**config.mk**
```make
export PLATFORM = sky130hd
export DESIGN_NAME = debug_packet_receiver_core
export DESIGN_NICKNAME = d
export VERILOG_FILES = /design/src/rtl/dpr_pkg.sv /design/src/rtl/dpr_cfg_regs.sv /design/src/rtl/dpr_framer.sv /design/src/rtl/debug_packet_receiver_core.sv
export SDC_FILE = /design/constraint.sdc
export NUM_CORES = 1
export LEC_CHECK = 0
export BUFFER_PORTS_ARGS = -buffer_cell sky130_fd_sc_hd__buf_2
export CORE_ASPECT_RATIO = 1.5
export CORE_MARGIN = 2
export CORE_UTILIZATION = 50
export DETAILED_ROUTE_END_ITERATION = 8
export PLACE_DENSITY_LB_ADDON = 0.25
export SYNTH_ARGS = -nofsm -noshare
export SYNTH_HDL_FRONTEND = slang
export SYNTH_HIERARCHICAL = 1
export SYNTH_SLANG_ARGS = --single-unit
```
**constraint.sdc**
```tcl
create_clock -name clk -period 4.9 [get_ports clk]
set_clock_uncertainty 0.1 [all_clocks]
set_input_delay 0.735 -clock clk [delete_from_list [all_inputs] [get_ports clk]]
set_output_delay 0.735 -clock clk [all_outputs]
set_load 0.02 [all_outputs]
```
**src/rtl/dpr_pkg.sv**
```systemverilog
package dpr_pkg;

  localparam int unsigned LIMIT_W = 11;

  localparam logic [7:0] CH_START = 8'h24;  // '$'
  localparam logic [7:0] CH_END   = 8'h23;  // '#'
  localparam logic [7:0] CH_ACK   = 8'h2B;  // '+'
  localparam logic [7:0] CH_NAK   = 8'h2D;  // '-'

  localparam logic [LIMIT_W-1:0] LIMIT_RESET = 11'd1024;

  // Register byte addresses on the configuration port.
  localparam logic [2:0] ADDR_PAYLOAD_LIMIT = 3'd0;

  typedef enum logic [1:0] {
    PH_HUNT = 2'd0,
    PH_DATA = 2'd1,
    PH_HEX1 = 2'd2,
    PH_HEX2 = 2'd3
  } phase_t;

  typedef enum logic [1:0] {
    KIND_PAYLOAD  = 2'd0,
    KIND_ACCEPT   = 2'd1,
    KIND_MISMATCH = 2'd2,
    KIND_ABANDON  = 2'd3
  } kind_t;

  typedef struct packed {
    kind_t              kind;
    logic [7:0]         payload_byte;
    logic [LIMIT_W-1:0] payload_length;
    logic [7:0]         reply_char;
    logic [7:0]         received_checksum;
    logic [7:0]         computed_checksum;
  } res_t;

  // Hex digit decode; anything that is not 0-9, a-f or A-F reads as zero.
  function automatic logic [3:0] hex_value(input logic [7:0] c);
    logic [3:0] v;
    v = 4'd0;
    if (c >= 8'h30 && c <= 8'h39) begin
      v = c[3:0];
    end else if ((c >= 8'h61 && c <= 8'h66) || (c >= 8'h41 && c <= 8'h46)) begin
      v = 4'(c[3:0] + 4'd9);
    end
    return v;
  endfunction

endpackage

```
**src/rtl/dpr_cfg_regs.sv**
```systemverilog
module dpr_cfg_regs
  import dpr_pkg::*;
(
  input  logic               clk,
  input  logic               rst_n,
  input  logic               cfg_psel,
  input  logic               cfg_penable,
  input  logic               cfg_pwrite,
  input  logic [2:0]         cfg_paddr,
  input  logic [31:0]        cfg_pwdata,
  output logic [31:0]        cfg_prdata,
  output logic               cfg_pready,
  output logic [LIMIT_W-1:0] payload_limit
);

  logic [LIMIT_W-1:0] payload_limit_r;
  logic               wr_en;

  assign cfg_pready = 1'b1;
  assign wr_en      = cfg_psel && cfg_penable && cfg_pwrite && cfg_pready;

  always_ff @(posedge clk) begin
    if (!rst_n) begin
      payload_limit_r <= LIMIT_RESET;
    end else if (wr_en && cfg_paddr == ADDR_PAYLOAD_LIMIT) begin
      payload_limit_r <= cfg_pwdata[LIMIT_W-1:0];
    end
  end

  always_comb begin
    cfg_prdata = 32'd0;
    if (cfg_paddr == ADDR_PAYLOAD_LIMIT) begin
      cfg_prdata = {{(32-LIMIT_W){1'b0}}, payload_limit_r};
    end
  end

  assign payload_limit = payload_limit_r;

endmodule

```
**src/rtl/dpr_framer.sv**
```systemverilog
module dpr_framer
  import dpr_pkg::*;
#(
  parameter int unsigned PAYLOAD_CAPACITY = 1024
) (
  input  logic               clk,
  input  logic               rst_n,
  input  logic               in_tvalid,
  output logic               in_tready,
  input  logic [7:0]         in_tdata,
  input  logic [LIMIT_W-1:0] payload_limit,
  input  logic               out_free,
  output logic               res_valid,
  output res_t               res
);

  // The limit register is 11 bits, so a capacity beyond its range never bites.
  localparam logic [LIMIT_W-1:0] CAP_SAT =
    (PAYLOAD_CAPACITY > 2047) ? 11'd2047 : LIMIT_W'(PAYLOAD_CAPACITY);

  logic               in_valid_r;
  logic [7:0]         char_r;
  logic               fire;

  phase_t             phase_r, phase_nxt;
  logic [7:0]         sum_r, sum_nxt;
  logic [LIMIT_W-1:0] count_r, count_nxt;
  logic [3:0]         nib_r, nib_nxt;

  logic [LIMIT_W-1:0] eff_limit;
  logic [7:0]         rx_sum;
  logic [7:0]         sum_add;

  assign fire      = in_valid_r && out_free;
  assign in_tready = !in_valid_r || fire;

  always_ff @(posedge clk) begin
    if (!rst_n) begin
      in_valid_r <= 1'b0;
    end else if (in_tvalid && in_tready) begin
      in_valid_r <= 1'b1;
    end else if (fire) begin
      in_valid_r <= 1'b0;
    end
  end

  always_ff @(posedge clk) begin
    if (in_tvalid && in_tready) begin
      char_r <= in_tdata;
    end
  end

  always_ff @(posedge clk) begin
    if (!rst_n) begin
      phase_r <= PH_HUNT;
      sum_r   <= 8'd0;
      count_r <= '0;
      nib_r   <= 4'd0;
    end else if (fire) begin
      phase_r <= phase_nxt;
      sum_r   <= sum_nxt;
      count_r <= count_nxt;
      nib_r   <= nib_nxt;
    end
  end

  assign eff_limit = (payload_limit > CAP_SAT) ? CAP_SAT : payload_limit;
  assign rx_sum    = {nib_r, hex_value(char_r)};
  assign sum_add   = sum_r + char_r;

  always_comb begin
    phase_nxt = phase_r;
    sum_nxt   = sum_r;
    count_nxt = count_r;
    nib_nxt   = nib_r;
    res_valid = 1'b0;
    res.kind              = KIND_PAYLOAD;
    res.payload_byte      = 8'd0;
    res.payload_length    = count_r;
    res.reply_char        = 8'd0;
    res.received_checksum = 8'd0;
    res.computed_checksum = sum_r;
    case (phase_r)
      PH_HUNT: begin
        if (char_r == CH_START) begin
          phase_nxt = PH_DATA;
          sum_nxt   = 8'd0;
          count_nxt = '0;
        end
      end
      PH_DATA: begin
        if (char_r == CH_END) begin
          phase_nxt = PH_HEX1;
        end else if (char_r == CH_START) begin
          // Restart: report the old packet as abandoned, then clear.
          res_valid = fire;
          res.kind  = KIND_ABANDON;
          sum_nxt   = 8'd0;
          count_nxt = '0;
        end else if (count_r >= eff_limit) begin
          res_valid = fire;
          res.kind  = KIND_ABANDON;
          phase_nxt = PH_HUNT;
        end else begin
          sum_nxt   = sum_add;
          count_nxt = count_r + 1'b1;
          res_valid = fire;
          res.payload_byte      = char_r;
          res.payload_length    = count_r + 1'b1;
          res.computed_checksum = sum_add;
        end
      end
      PH_HEX1: begin
        nib_nxt   = hex_value(char_r);
        phase_nxt = PH_HEX2;
      end
      PH_HEX2: begin
        res_valid = fire;
        res.received_checksum = rx_sum;
        if (rx_sum == sum_r) begin
          res.kind       = KIND_ACCEPT;
          res.reply_char = CH_ACK;
        end else begin
          res.kind       = KIND_MISMATCH;
          res.reply_char = CH_NAK;
        end
        if (char_r == CH_START) begin
          phase_nxt = PH_DATA;
          sum_nxt   = 8'd0;
          count_nxt = '0;
        end else begin
          phase_nxt = PH_HUNT;
        end
      end
      default: begin
        phase_nxt = PH_HUNT;
      end
    endcase
  end

  a_hunt_silent: assert property (@(posedge clk) disable iff (!rst_n)
    (fire && phase_r == PH_HUNT) |-> !res_valid)
    else $error("result produced while hunting for start");

  a_count_step: assert property (@(posedge clk) disable iff (!rst_n)
    (res_valid && res.kind == KIND_PAYLOAD) |=> (count_r == $past(count_r) + 1'b1))
    else $error("payload byte did not advance the count");

  a_hex2_exit: assert property (@(posedge clk) disable iff (!rst_n)
    (fire && phase_r == PH_HEX2) |=> (phase_r == PH_HUNT || phase_r == PH_DATA))
    else $error("checksum phase did not finish the packet");

  a_hold_stalled: assert property (@(posedge clk) disable iff (!rst_n)
    (in_valid_r && !out_free) |=> (in_valid_r && $stable(char_r)))
    else $error("pending character lost while result stalled");

endmodule

```
**src/rtl/debug_packet_receiver_core.sv**
```systemverilog
// Debug packet receiver core: character framing for "$<payload>#hh" packets.
// Received characters arrive as transfers on the in_ stream, one character in
// in_tdata. Each character yields zero or one result on the out_ stream:
// a forwarded payload byte, an accept ('+' in reply_char), a checksum
// mismatch ('-'), or an abandoned packet; out_tuser carries the kind.
// The payload limit is set through the APB-style cfg_ port at address 0 and
// must only be written while no character is in flight.
// Throughput is one character per cycle while out_tready is held high. A
// character is captured in an input register, decoded by the phase machine,
// and its result is captured in and presented from the output register.
// Characters that produce no result advance the phase machine from the input
// register and leave the output register untouched.
// When the receiver holds out_tready low, the output register keeps its
// result, one more character is held in the input register, and then
// in_tready drops until the output register drains.
// Reset (synchronous, active low) returns to hunting for '$', clears the
// running sum and count, empties both registers, and sets the limit to 1024.
module debug_packet_receiver_core
  import dpr_pkg::*;
#(
  parameter int unsigned PAYLOAD_CAPACITY = 1024
) (
  input  logic        clk,
  input  logic        rst_n,
  input  logic        in_tvalid,
  output logic        in_tready,
  input  logic [7:0]  in_tdata,    // [7:0] rx_char
  output logic        out_tvalid,
  input  logic        out_tready,
  output logic [47:0] out_tdata,   // [7:0] payload_byte, [18:8] payload_length,
                                   // [26:19] reply_char, [34:27] received_checksum,
                                   // [42:35] computed_checksum, [47:43] zero
  output logic [1:0]  out_tuser,   // [1:0] kind
  input  logic        cfg_psel,
  input  logic        cfg_penable,
  input  logic        cfg_pwrite,
  input  logic [2:0]  cfg_paddr,
  input  logic [31:0] cfg_pwdata,
  output logic [31:0] cfg_prdata,
  output logic        cfg_pready
);

  logic [LIMIT_W-1:0] payload_limit;
  logic               out_free;
  logic               res_valid;
  res_t               res;
  logic               out_valid_r;
  res_t               out_r;

  dpr_cfg_regs u_cfg (
    .clk           (clk),
    .rst_n         (rst_n),
    .cfg_psel      (cfg_psel),
    .cfg_penable   (cfg_penable),
    .cfg_pwrite    (cfg_pwrite),
    .cfg_paddr     (cfg_paddr),
    .cfg_pwdata    (cfg_pwdata),
    .cfg_prdata    (cfg_prdata),
    .cfg_pready    (cfg_pready),
    .payload_limit (payload_limit)
  );

  dpr_framer #(
    .PAYLOAD_CAPACITY (PAYLOAD_CAPACITY)
  ) u_framer (
    .clk           (clk),
    .rst_n         (rst_n),
    .in_tvalid     (in_tvalid),
    .in_tready     (in_tready),
    .in_tdata      (in_tdata),
    .payload_limit (payload_limit),
    .out_free      (out_free),
    .res_valid     (res_valid),
    .res           (res)
  );

  // The output register is free when empty or when its result leaves now.
  assign out_free = !out_valid_r || out_tready;

  always_ff @(posedge clk) begin
    if (!rst_n) begin
      out_valid_r <= 1'b0;
    end else if (res_valid) begin
      out_valid_r <= 1'b1;
    end else if (out_tready) begin
      out_valid_r <= 1'b0;
    end
  end

  always_ff @(posedge clk) begin
    if (res_valid) begin
      out_r <= res;
    end
  end

  assign out_tvalid = out_valid_r;
  assign out_tuser  = out_r.kind;
  assign out_tdata  = {5'd0, out_r.computed_checksum, out_r.received_checksum,
                       out_r.reply_char, out_r.payload_length, out_r.payload_byte};

endmodule
```
# Word level (Yosys, flattened, before mapping)
# Index checks and enable logic that the tools add are counted.
# totals
regBits,91
inputBits,50
word_cells,100
# op_classes
n_addsub,3
order_cmp,8
eq_ne,12
muxes,38
bitwise,1
reduce_logical,24
# op_table
cell,n
$mux W11,7
$mux W8,7
$mux W19,2
$pmux W11 S2,1
$mux W21,1
$eq A8 B6 Y1 const B,2
$ge A8 B7 Y1 const B,2
$le A8 B7 Y1 const B,2
$pmux W8 S2,1
$mux W2,7
$add A11 B1 Y11 const B,1
$ge A11 B11 Y1,1
$gt A11 B11 Y1 const B,1
$add A8 B8 Y8,1
$eq A8 B8 Y1,1
$ge A8 B6 Y1 const B,1
$le A8 B6 Y1 const B,1
$logic_and A1 B1 Y1,8
$mux W4,2
$pmux W2 S4,1
$reduce_and A4 Y1,2
$mux W1,6
$reduce_bool A2 Y1,3
$reduce_and A5 Y1,1
other kinds (19),24

# Depth between registers and ports, before layout
# depth
word_depth,8
depth_mapped,10
ltp_nobuf,9

# Hierarchy
# The synthesis kept the hierarchy.
# modules_own_cells
module,n_inst,cells_per_inst,area_each_um2,seq_area_each_um2
dpr_framer,1,362,3108.0,760.7
debug_packet_receiver_core,1,55,1441.4,1371.3
dpr_cfg_regs,1,86,716.9,220.2

# Least setup slack after synthesis
# OpenSTA, ideal clock, no wires.
# synth_path
path_kind,register to register
start,register u_framer.char_r[3]
end,"register out_r, in the netlist out_tdata[0] (enable)"
setup_time_ps,449
t_arrival_ps,3001
required_ps,4351
path_slack_ps,1350
path_stages_with_launch,8
path_buffers,2
period_less_slack_ps,3550
cell_sequence,edfxtp_1 buf_6 or3_4 or2_0 buf_6 o31a_1 nor2_1 nor2_1
# synth_between
elab_chain_cells,3
# synth_rtl
item,line_no,text
from (decl),dpr_framer.sv:22,logic [7:0] char_r;
from (signal assigned),dpr_framer.sv:49,char_r <= in_tdata;
$eq A8 B6 Y1,dpr_framer.sv:92,if (char_r == CH_END) begin
$mux W1,dpr_framer.sv:92,
$pmux W1 S2,dpr_framer.sv:83,case (phase_r)
named net res_valid,debug_packet_receiver_core.sv:45,logic res_valid;
to (signal assigned),debug_packet_receiver_core.sv:92,out_r <= res;
to (decl),debug_packet_receiver_core.sv:48,res_t out_r;
# The timed path passes the listed nets, and every way through them passes these cells.
# A chain may end at the register's enable or synchronous reset.

==> metrics.md <==
| Metric | Value |
|---|---|
| HPWL after detailed placement | 8.37 mm |
| Combinational share of power | 0.068 |
| Netlist cell types | 82 |
| Most common cell after layout, fill and taps aside | buf_2 |
| Routed vias/inst | 5.42 |
| Die Area | 11400 um^2 |
| Part of the power in registers | 0.515 |
| Syn Inst Count | 503 |
| CP endpoint kind | flop |
| Final ANT Viol Nets | 0 |
| Avg WL per Cell | 15.3 um |
| Synth Register Bits | 91 |
| Final design utilization | 0.583 |
| Synth Warn # | 6 |
| # diodes | 0 |
| Row count | 45 |
| Min Clock Period, post-route | 3.15 ns |
| Die width | 87.8 um |
| VDD IR max | 0.000182 V |
| Top_reg_cell synth | edfxtp_1 |
| Area grow syn2layout | 12.9% |
| HP Class | flop to flop |
| Slew Limit Fails | 0 |
| Post-synth EDFFs | 53 |
| Net Switching | 0.365 mW |
| Worst setup SP type | flop |
| Clk slew on worst S/H paths | 0.06 ns |
| Final setup viols | 0 |
| I/O Buffers | 86 |
| CTS max path bufs | 2 |
| Critical Path RT | 4.90 ns |
| Initial antenna violation count | 0 |
| Internal power | 1.23 mW |
| Total number of vias | 3945 |
| Max-slew headroom | 0.346 |
| Setup TNS | 0 ns |
| I/O Pins | 135 |
| Status | complete, no violations |
| Die Span Y | 130 um |
| Mean Syn Cell Area | 10.5 um^2 |
| Worst-Skew Late Latency | 0.34 ns |
| Netlist Area Pre-Place | 5270 um^2 |
| Cells on Worst Hold Path | 2 |
| Clock Power Share | 0.416 |
| Fin. Hold Viols | 0 |
| Global placement routability congestion | 0.889 |
| CTS tree | built |
| GRT Overall Usage | 0.204 |
| Arr. time, crit path | 3.15 ns |
| Final wirelength | 11.1 mm |
| Reg2reg path depth | 8 |
| Post-CTS Resized | 0 |
| DRT Pass-1 Iters | 5 |
| CP Max Fanout | 23 |
| Iter 0 DRT Violations | 200 |
| Uppermost layer routed | met4 |
| Clk root buf | clkbuf_16 |
| Max Cap Viol | 0 |
| Cts hold-fix bufs | 0 |
| FMAX | 318 MHz |
| Routed wl met2 | 6.19 mm |
| Core Box Area | 10200 um^2 |
| RSZ-0062 raised after global routing | false |
| Residual DRC | 0 |
| Slew @ Worst Pin | 0.973 ns |
| H-Tree Depth | 3 |
| Largest net degree at the start of global routing | 37 |
| First-pass GRT wire length | 17.8 mm |
| Share of cells above drive strength 1 | 0.220 |
| PD cells | 269 nW/um^2 |
| Post-synth ARST share | 0 |
| Pleak | 2.45 nW |
| Congestion Overflow GR | 0 |
| Worst setup path category | flop to flop |
| Wire length on met3 | 420 um |
| Sw Share | 0.228 |
| Design Power | 1.60 mW |
| Total CTS buffers | 9 |
| Fin crit share | 0.643 |
| Vias in the first global route | 3756 |
| Initial Utilization | 0.517 |
| Wire length on met1 | 4.14 mm |
| Fin nets | 661 |
| Sequential area share after synthesis | 0.447 |
| Most frequent cells in the layout | 86 x buf_2, 53 x edfxtp_1, 52 x nand2_1 |
| Clock Sinks | 91 |
| Setup Fix Bufs, Post-CTS | 0 |
## sequential cells by signal (all words and copies together) (netlist names), named ones only
signal and flops:
u_cfg/payload_limit 11, out_tdata 43, out_tuser 2, u_framer/nib_r 4, u_framer/in_valid_r 1, u_framer/count_r 11
u_framer/char_r 8, u_framer/sum_r 8, out_tvalid 1, u_framer/phase_r 1
## final timing paths
check                                                     startpoint                             endpoint  slack [ns]
worst max-delay path            u_cfg/payload_limit[10]$_SDFFE_PN1P_               out_tdata[9]$_DFFE_PP_        1.75
worst min-delay path             u_cfg/payload_limit[6]$_SDFFE_PN0P_  u_cfg/payload_limit[6]$_SDFFE_PN0P_        0.37
worst max register to register  u_cfg/payload_limit[10]$_SDFFE_PN1P_               out_tdata[9]$_DFFE_PP_        1.75
worst min register to register   u_cfg/payload_limit[6]$_SDFFE_PN0P_  u_cfg/payload_limit[6]$_SDFFE_PN0P_        0.37
## through the flow
step | cells | area (um^2) | setup slack (ns) | hold WS, ns
6_report | 728 | 5940 | 1.75 | 0.367
5_1_grt | 728 | 5940 | 1.53 | 0.393
4_1_cts | 728 | 5940 | 1.73 | 0.371
3_5_place_dp | 712 | 5650 | 1.75 | 0.361
3_3_place_gp | 712 | 5650 | 1.78 | 0.358
2_1_floorplan | 529 | 5360 | 1.35 | 0.339
## metal layers
metal | up-vias | global-route usage
met5 | - | 0
met4 | 0 | 0.120
met3 | 29 | 0.0405
met2 | 109 | 0.371
met1 | 1884 | 0.212
li1 | 1923 | -
## Yosys cell counts (all sizes together), types with 4 or more instances
cell type | number | area, um^2
edfxtp | 53 | 1590
nand2 | 52 | 195
buf | 39 | 312
dfxtp | 38 | 761
ha | 28 | 350
a21oi | 27 | 150
and2 | 24 | 154
xnor2 | 22 | 193
nor2 | 19 | 71.3
inv | 17 | 63.8
nor3 | 15 | 97.6
nand2b | 13 | 88.8
nand3 | 13 | 65.1
mux2i | 12 | 120
o21ai | 11 | 66.3
and3 | 10 | 62.6
o211ai | 7 | 66.3
a21boi | 6 | 48.8
a31o | 6 | 52.6
clkbuf | 6 | 22.5
mux2 | 5 | 63.8
a21o | 4 | 30.0
a22oi | 4 | 30.0
a31oi | 4 | 25.0
conb | 4 | 15.0
nor2b | 4 | 25.0
o221a | 4 | 45.0
or3 | 4 | 30.0
or4 | 4 | 30.0
## power groups by stage
stage          sequential [mW]  combinational (mW)  clock (mW)
2_1_floorplan            0.833               0.104           0
3_3_place_gp             0.841               0.105           0
3_5_place_dp             0.841               0.107           0
4_1_cts                  0.824               0.108       0.684
5_1_grt                  0.825               0.120       0.710
6_report                 0.825               0.109       0.666
## logic make-up (layout without fill, tap and decap cells)
kind of cell,after synthesis,in the layout,synth area share
adder cells (fa/ha/maj),29,29,0.0703
XOR/XNOR,23,23,0.0383
buffers and inverters,63,121,0.0763
flip-flops,91,91,0.447
multiplexers,17,17,0.0349
AND/OR/NAND/NOR,175,175,0.182
AO/OA/AOI/OAI,101,101,0.149
other,4,30,0.00285
## worst max-delay path, stage by stage (launching register included)
cell and delay [ns]:
dfxtp_1 0.38, clkinv_1 0.25, nand2_1 0.14, ha_1 0.24
a211o_1 0.26, o211ai_1 0.13, o2111ai_2 0.27, a21oi_4 0.70
mux2_2 0.43
## layout make-up
| cell class | count | area, um^2 |
|---|---|---|
| sequential | 91 | 2350 |
| tap | 141 | 176 |
| fill | 888 | 4250 |
| clock buffer | 13 | 272 |
| multi-input combinational | 375 | 2620 |
| timing repair buffer | 87 | 438 |
| clock inverter | 3 | 21.3 |
| inverter | 18 | 67.6 |
Note: power is estimated with default switching activity, not from simulation.
